[src/hdl/chs_lba_address_translator_unit_assert.svh]
// Assertion macros for the address translator.
`ifndef CHS_LBA_ADDRESS_TRANSLATOR_UNIT_ASSERT_SVH
`define CHS_LBA_ADDRESS_TRANSLATOR_UNIT_ASSERT_SVH

`ifndef SYNTHESIS
`define CHS_ASSERT(lbl, prop, msg) \
    lbl: assert property (@(posedge aclk) disable iff (!aresetn) prop) else $error(msg);
`define CHS_ASSERT_RST(lbl, prop, msg) \
    lbl: assert property (@(posedge aclk) prop) else $error(msg);
`else
`define CHS_ASSERT(lbl, prop, msg)
`define CHS_ASSERT_RST(lbl, prop, msg)
`endif

`endif

[src/hdl/chs_lba_pkg.sv]
`default_nettype none

package chs_lba_pkg;

    localparam int LBA_BITS   = 28;
    localparam int LBA_W      = 28;
    localparam int CYL_IN_W   = 16;
    localparam int GEO_W      = 8;
    localparam int HPC_W      = GEO_W + 1;
    localparam int REM_W      = GEO_W + 1;
    localparam int OUT_LBA_W  = 32;
    localparam int DIV_BPS    = 4;
    localparam int DIV_STAGES = (LBA_W + DIV_BPS - 1) / DIV_BPS;
    localparam int PIPE_STAGES = 2 * DIV_STAGES;
    localparam int APB_AW     = 3;
    localparam int APB_DW     = 32;

    localparam logic [LBA_W-1:0] LBA_MASK = LBA_W'((33'd1 << LBA_BITS) - 33'd1);

    localparam logic [GEO_W-1:0] SPT_RESET  = GEO_W'(63);
    localparam logic [GEO_W-1:0] HEAD_RESET = GEO_W'(15);

    localparam logic KIND_CHS2LBA = 1'b0;
    localparam logic KIND_LBA2CHS = 1'b1;

    localparam logic REG_SPT  = 1'b0;
    localparam logic REG_HEAD = 1'b1;

    typedef struct packed {
        logic [REM_W-1:0] rem;
        logic [LBA_W-1:0] work;
    } div_st_t;

    typedef struct packed {
        logic [CYL_IN_W-1:0]  cyl;
        logic [OUT_LBA_W-1:0] sm1;
        logic [15:0]          hd;
        logic [16:0]          hs;
    } k0a_t;

    typedef struct packed {
        logic [OUT_LBA_W-1:0] part;
        logic [OUT_LBA_W-1:0] cp;
    } k0b_t;

    typedef struct packed {
        logic                 kind;
        logic [OUT_LBA_W-1:0] lba;
        logic [GEO_W-1:0]     sec;
    } side_t;

    function automatic div_st_t div_steps(
        input logic [REM_W-1:0] rem,
        input logic [LBA_W-1:0] work,
        input logic [REM_W-1:0] dvs,
        input int               first
    );
        logic [REM_W:0] trial;
        div_st_t        st;
        st.rem  = rem;
        st.work = work;
        for (int j = 0; j < DIV_BPS; j++) begin
            if (first + j < LBA_W) begin
                trial   = {st.rem, st.work[LBA_W-1]};
                st.work = {st.work[LBA_W-2:0], 1'b0};
                if (trial >= {1'b0, dvs}) begin
                    trial      = trial - {1'b0, dvs};
                    st.work[0] = 1'b1;
                end
                st.rem = trial[REM_W-1:0];
            end
        end
        return st;
    endfunction

endpackage

`default_nettype wire

[src/hdl/chs_lba_div.sv]
`default_nettype none

module chs_lba_div import chs_lba_pkg::*; (
    input  wire logic                  aclk,
    input  wire logic [DIV_STAGES-1:0] stage_en,
    input  wire logic [LBA_W-1:0]      dividend,
    input  wire logic [REM_W-1:0]      divisor,
    output logic      [LBA_W-1:0]      quotient,
    output logic      [REM_W-1:0]      remainder
);

    div_st_t st_reg  [DIV_STAGES];
    div_st_t st_next [DIV_STAGES];

    for (genvar s = 0; s < DIV_STAGES; s++) begin : g_stage
        if (s == 0) begin : g_first
            always_comb begin
                st_next[s] = div_steps('0, dividend, divisor, 0);
            end
        end else begin : g_rest
            always_comb begin
                st_next[s] = div_steps(st_reg[s-1].rem, st_reg[s-1].work, divisor,
                                       s * DIV_BPS);
            end
        end

        always_ff @(posedge aclk) begin
            if (stage_en[s]) begin
                st_reg[s] <= st_next[s];
            end
        end
    end

    assign quotient  = st_reg[DIV_STAGES-1].work;
    assign remainder = st_reg[DIV_STAGES-1].rem;

endmodule

`default_nettype wire

[src/hdl/chs_lba_address_translator_unit.sv]
// CHS / LBA address translator.
// Request channel s_*: s_kind selects CHS to LBA (s_in_cylinder, s_in_head,
// s_in_sector) or LBA to CHS (s_in_lba). Result channel m_*: one result per
// request, in order; fields not produced by the selected kind read zero.
// Geometry comes from two APB registers: sectors per track at 0x0 and the
// head register (heads per cylinder minus one) at 0x4. Write them only while
// no request is in flight.
// Each request passes through the two 7-stage restoring dividers (4 quotient
// bits per stage; the first stage loads at the accept edge) and then the
// output register.
// Throughput: one request per cycle while s_ready is high.
// Reset (aresetn low, synchronous) empties the pipeline and loads the
// registers with 63 sectors per track and 15 for the head register.
// When the receiver holds m_ready low the result stays on m_*, empty stages
// behind it keep filling, and s_ready drops only once every stage is full.
`default_nettype none

`include "chs_lba_address_translator_unit_assert.svh"

module chs_lba_address_translator_unit import chs_lba_pkg::*; (
    input  wire logic                  aclk,
    input  wire logic                  aresetn,

    input  wire logic                  psel,
    input  wire logic                  penable,
    input  wire logic                  pwrite,
    input  wire logic [APB_AW-1:0]     paddr,
    input  wire logic [APB_DW-1:0]     pwdata,
    output logic      [APB_DW-1:0]     prdata,
    output logic                       pready,

    input  wire logic                  s_valid,
    output logic                       s_ready,
    input  wire logic                  s_kind,
    input  wire logic [CYL_IN_W-1:0]   s_in_cylinder,
    input  wire logic [GEO_W-1:0]      s_in_head,
    input  wire logic [GEO_W-1:0]      s_in_sector,
    input  wire logic [LBA_W-1:0]      s_in_lba,

    output logic                       m_valid,
    input  wire logic                  m_ready,
    output logic      [OUT_LBA_W-1:0]  m_out_lba,
    output logic      [LBA_W-1:0]      m_out_cylinder,
    output logic      [GEO_W-1:0]      m_out_head,
    output logic      [GEO_W-1:0]      m_out_sector
);

    logic [GEO_W-1:0] spt_reg;
    logic [GEO_W-1:0] head_reg;
    logic [HPC_W-1:0] hpc;
    logic             cfg_wr;

    logic [PIPE_STAGES-1:0] v_reg;
    logic [PIPE_STAGES-1:0] v_next;
    logic [PIPE_STAGES:0]   rdy;
    logic                   out_ready;

    k0a_t  k0a_reg;
    k0a_t  k0a_next;
    k0b_t  k0b_reg;
    k0b_t  k0b_next;
    side_t side_reg  [PIPE_STAGES];
    side_t side_next [PIPE_STAGES];

    logic [LBA_W-1:0] d1_quo;
    logic [REM_W-1:0] d1_rem;
    logic [LBA_W-1:0] d2_quo;
    logic [REM_W-1:0] d2_rem;

    logic                 m_valid_reg;
    logic [OUT_LBA_W-1:0] out_lba_reg;
    logic [OUT_LBA_W-1:0] out_lba_next;
    logic [LBA_W-1:0]     out_cyl_reg;
    logic [LBA_W-1:0]     out_cyl_next;
    logic [GEO_W-1:0]     out_head_reg;
    logic [GEO_W-1:0]     out_head_next;
    logic [GEO_W-1:0]     out_sec_reg;
    logic [GEO_W-1:0]     out_sec_next;

    // configuration port
    assign pready = 1'b1;
    assign cfg_wr = psel && penable && pwrite && pready;

    always_ff @(posedge aclk) begin
        if (!aresetn) begin
            spt_reg  <= SPT_RESET;
            head_reg <= HEAD_RESET;
        end else if (cfg_wr) begin
            unique case (paddr[2])
                REG_SPT:  spt_reg  <= pwdata[GEO_W-1:0];
                REG_HEAD: head_reg <= pwdata[GEO_W-1:0];
                default:  spt_reg  <= spt_reg;
            endcase
        end
    end

    always_comb begin
        unique case (paddr[2])
            REG_SPT:  prdata = APB_DW'(spt_reg);
            REG_HEAD: prdata = APB_DW'(head_reg);
            default:  prdata = '0;
        endcase
    end

    assign hpc = HPC_W'(head_reg) + HPC_W'(1);

    // stage flow control
    assign out_ready        = !m_valid_reg || m_ready;
    assign rdy[PIPE_STAGES] = out_ready;

    for (genvar k = 0; k < PIPE_STAGES; k++) begin : g_flow
        assign rdy[k] = !v_reg[k] || rdy[k+1];
        if (k == 0) begin : g_head
            assign v_next[k] = rdy[k] ? s_valid : v_reg[k];
        end else begin : g_body
            assign v_next[k] = rdy[k] ? v_reg[k-1] : v_reg[k];
        end
    end

    assign s_ready = rdy[0];

    always_ff @(posedge aclk) begin
        if (!aresetn) begin
            v_reg       <= '0;
            m_valid_reg <= 1'b0;
        end else begin
            v_reg <= v_next;
            if (out_ready) begin
                m_valid_reg <= v_reg[PIPE_STAGES-1];
            end
        end
    end

    // CHS to LBA arithmetic
    always_comb begin
        k0a_next.cyl = s_in_cylinder;
        k0a_next.sm1 = OUT_LBA_W'(s_in_sector) - OUT_LBA_W'(1);
        k0a_next.hd  = 16'(s_in_head) * 16'(spt_reg);
        k0a_next.hs  = 17'(hpc) * 17'(spt_reg);
        k0b_next.part = k0a_reg.sm1 + OUT_LBA_W'(k0a_reg.hd);
        k0b_next.cp   = OUT_LBA_W'(33'(k0a_reg.cyl) * 33'(k0a_reg.hs));
    end

    always_ff @(posedge aclk) begin
        if (rdy[0]) begin
            k0a_reg <= k0a_next;
        end
        if (rdy[1]) begin
            k0b_reg <= k0b_next;
        end
    end

    // sideband carried next to the dividers
    for (genvar k = 0; k < PIPE_STAGES; k++) begin : g_side
        if (k == 0) begin : g_head
            always_comb begin
                side_next[k].kind = s_kind;
                side_next[k].lba  = '0;
                side_next[k].sec  = '0;
            end
        end else begin : g_body
            always_comb begin
                side_next[k] = side_reg[k-1];
                if (k == 2) begin
                    side_next[k].lba = k0b_reg.part + k0b_reg.cp;
                end
                if (k == DIV_STAGES) begin
                    side_next[k].sec = d1_rem[GEO_W-1:0] + GEO_W'(1);
                end
            end
        end

        always_ff @(posedge aclk) begin
            if (rdy[k]) begin
                side_reg[k] <= side_next[k];
            end
        end
    end

    // LBA to CHS: divide by sectors per track, then by heads per cylinder
    chs_lba_div u_div_spt (
        .aclk      (aclk),
        .stage_en  (rdy[0 +: DIV_STAGES]),
        .dividend  (s_in_lba & LBA_MASK),
        .divisor   (REM_W'(spt_reg)),
        .quotient  (d1_quo),
        .remainder (d1_rem)
    );

    chs_lba_div u_div_hpc (
        .aclk      (aclk),
        .stage_en  (rdy[DIV_STAGES +: DIV_STAGES]),
        .dividend  (d1_quo),
        .divisor   (REM_W'(hpc)),
        .quotient  (d2_quo),
        .remainder (d2_rem)
    );

    // output register
    always_comb begin
        out_lba_next  = '0;
        out_cyl_next  = '0;
        out_head_next = '0;
        out_sec_next  = '0;
        priority if (side_reg[PIPE_STAGES-1].kind == KIND_CHS2LBA) begin
            out_lba_next = side_reg[PIPE_STAGES-1].lba;
        end else if (side_reg[PIPE_STAGES-1].kind == KIND_LBA2CHS && spt_reg != '0) begin
            out_cyl_next  = d2_quo;
            out_head_next = d2_rem[GEO_W-1:0];
            out_sec_next  = side_reg[PIPE_STAGES-1].sec;
        end else begin
            out_lba_next = '0;
        end
    end

    always_ff @(posedge aclk) begin
        if (out_ready) begin
            out_lba_reg  <= out_lba_next;
            out_cyl_reg  <= out_cyl_next;
            out_head_reg <= out_head_next;
            out_sec_reg  <= out_sec_next;
        end
    end

    assign m_valid        = m_valid_reg;
    assign m_out_lba      = out_lba_reg;
    assign m_out_cylinder = out_cyl_reg;
    assign m_out_head     = out_head_reg;
    assign m_out_sector   = out_sec_reg;

    `CHS_ASSERT_RST(a_reset_empty, !aresetn |=> !m_valid && v_reg == '0, "pipeline not empty after reset")
    `CHS_ASSERT(a_kind_exclusive, m_valid && m_out_lba != '0 |-> m_out_cylinder == '0 && m_out_head == '0 && m_out_sector == '0, "both result kinds populated")
    `CHS_ASSERT(a_head_range, m_valid |-> m_out_head <= head_reg, "head beyond geometry")
    `CHS_ASSERT(a_sector_range, m_valid |-> m_out_sector <= spt_reg, "sector beyond geometry")
    `CHS_ASSERT(a_rem_range, v_reg[DIV_STAGES-1] && spt_reg != '0 |-> d1_rem < REM_W'(spt_reg), "remainder not below divisor")

endmodule

`default_nettype wire
[config.mk]
export PLATFORM = sky130hd
export DESIGN_NAME = chs_lba_address_translator_unit
export DESIGN_NICKNAME = d
export VERILOG_FILES = /design/src/hdl/chs_lba_pkg.sv /design/src/hdl/chs_lba_div.sv /design/src/hdl/chs_lba_address_translator_unit.sv
export VERILOG_INCLUDE_DIRS = /design/src /design/src/hdl
export SDC_FILE = /design/constraint.sdc
export NUM_CORES = 2
export LEC_CHECK = 0
export ABC_AREA = 1
export BUFFER_PORTS_ARGS = -buffer_cell sky130_fd_sc_hd__buf_2
export CORE_ASPECT_RATIO = 0.9
export CORE_MARGIN = 8
export CORE_UTILIZATION = 45
export CTS_CLUSTER_SIZE = 12
export DETAILED_ROUTE_END_ITERATION = 6
export PLACE_DENSITY = 0.64
export SLEW_MARGIN = 20
export SYNTH_ARGS = -nofsm -noshare
export SYNTH_HDL_FRONTEND = slang
export SYNTH_SLANG_ARGS = --single-unit
[constraint.sdc]
create_clock -name aclk -period 37.9 [get_ports aclk]
set_input_delay 5.685 -clock aclk [delete_from_list [all_inputs] [get_ports aclk]]
set_output_delay 5.685 -clock aclk [all_outputs]
set_load 0.01 [all_outputs]
==> metrics <==
status completed; fmax ~0.052 GHz; Syn Area/Cell just over 10 µm²; TritonCTS clock tree done; Post-DP Area a little over 80000 µm²; main flop type after synthesis edfxtp_1; Layout Nets 8968; top cell type by total area after synthesis edfxtp_1; worst path arrival time 13.49 ns; ys async rst share 0%; antenna viol nets, final 0; post-CTS setup buffer count 0; Die W 453 µm; Clk Latency, worst-skew pair between 0.7 and 0.8 ns; HP Class reg -> reg; Mapped Cells 7708; Sequential Area 35700 µm²; top cell type's share of synthesized area 45.3%; drt pass-1 iters 6; Final Cell Area 85100 µm²; Bufs on Longest Clock Path 3; cell area after synthesis 77500 µm²; GR Util All Layers a little under a fifth; Final Skew 0.0648 ns; synthesized flop and latch total 1199; fillers roughly 15000; Slew @ Worst Pin between 1 and 1.5 ns; final setup fails 0; first-pass GRT wire length 282000 µm; Setup CP Type in -> out; starting density of the core 45.3%; fin crit period 19.18 ns; Yosys warning count 0; Die Ht 410 µm; synth top area cells edfxtp_1 45%, ha_1 10%, fa_1 8.8%, nand2_1 7.4%, inv_1 5.8%; critical path capture point type output pin; CP required between 30 and 40 ns; Post-synth EDFFs 1168; synth cell count leaders 1535 x nand2_1, 1194 x inv_1, 1168 x edfxtp_1; CTS resizes 0; DP HPWL 131000 µm; crit-path max FO 80; top-count cell post-synth nand2_1; worst hold slack 0.397 ns; total CTS buffers 135; Worst Setup Start Kind input port; largest net degree at the start of global routing ~80; global route overflow 0; layout overhead on the synthesized area 9.77%; ratio of cells with drive above 1 in the final layout 9.06%; RSZ-0062 raised after global routing false; slowest CP cell clkinv_2; vias per cell between 5 and 6; antenna violations before repair 7; # Max-Cap Violations 0; Starting DRT DRC Count 3385; root buffer cell clkbuf_16; number of global-route vias before repair 52900; total die area 186000 µm²; Largest register FFs roughly 450; Clock Sinks 1199; Max-slew headroom between 20 and 30%; Worst Path Buf+Inv 20; area of the multi-input gates about 36000 µm²; via count 52600; most used cell, CP nor2_1; io pins between 200 and 250; clk slew on worst S/H paths 0.06 ns; Fin Setup TNS 0 ns; Detailed Route WL 177000 µm; DRC violation count after routing 0; CP delay by family, top buffers and inverters; routability cong. a little under 0.9; worst stage delay on the critical path 0.56 ns; routed len/inst 17.3 µm; htree depth 4; hold buffers post-CTS 0; sequential share of the synthesized area approximately 46%; core footprint 171000 µm²; FP Rows 144; final worst-path cycle share between 50% and 60%; final hold viol count 0; count of cell types in the netlist 81; port bufs 162; Slew Viols, Final 0
[placed cells by master (no fill, tap or decap), drive strengths merged, types with 7 or more instances in the layout]
master,n
nand2,1655
inv,1228
edfxtp,1168
ha,622
nor2,456
a21oi,438
o21ai,400
nand3,361
fa,341
xor2,246
buf,215
xnor2,179
clkbuf,169
o21bai,81
nand4,74
clkinv,57
nor3,43
nand3b,32
dfxtp,31
conb,25
or2,21
a21o,19
nor4,15
o31ai,14
o211ai,14
a211oi,10
a31oi,8
and2,7
bufinv,7
[worst reg2reg max path: cells and delay by family (launching register included)]
family | cells | cell delay (ns)
DFF | 1 | 0.31
buffers and inverters | 8 | 2.10
adders and majority gates | 4 | 1.95
AOI/OAI and AO/OA | 13 | 2.65
and+or+nand+nor | 15 | 3.17
[worst paths after layout]
kind	from	to	slack, ns	depth (start not counted)
setup / recovery	m_ready	s_ready	18.72	35
hold / removal	side_reg[0][275]$_DFFE_PP_	side_reg[0][316]$_DFFE_PP_	0.40	0
setup reg to reg	spt_reg[1]$_SDFFE_PN1P_	u_div_spt.st_reg[4][29]$_DFFE_PP_	27.49	40
hold reg to reg	side_reg[0][275]$_DFFE_PP_	side_reg[0][316]$_DFFE_PP_	0.40	0
[logic make-up after synthesis]
group	after synthesis	synth area share, %
AOI/OAI and AO/OA	1020	7.42
other	2	0.00969
muxes	6	0.0872
xor gates and xnor gates	425	4.81
DFF	1199	46.1
buffers and inverters	1420	7.23
adders and majority gates	963	18.8
and+or+nand+nor	2673	15.5
[area by class of cell]
type,count,area share [%]
Multi-Input combinational cell,5112,42.7
Sequential cell,1199,42.0
Tap cell,2263,3.33
Antenna cell,1,0.00294
Clock inverter,57,0.903
Clock buffer,169,4.16
Inverter,1239,5.49
Timing Repair Buffer,215,1.46
[through the flow]
stage / util (%) / setup slack, ns / cells
6_report: 49.7 / 18.72 / 10300
5_1_grt: 49.7 / 17.71 / 10300
4_1_cts: 49.7 / 18.37 / 10300
3_5_place_dp: 47.2 / 18.39 / 10000
3_3_place_gp: 47.2 / 18.30 / 10000
2_1_floorplan: - / 3.16 / 7731
[per-layer routing]
layer / track usage (%) / share of wire [%]
met3: 2.91 / 5.0
met2: 31.4 / 46
met1: 25.0 / 45
met5: 0 / 0.038
met4: 7.22 / 4.0
Power is not shown: default switching activity piles up to over one toggle a cycle in this logic, so the estimate is an artifact.
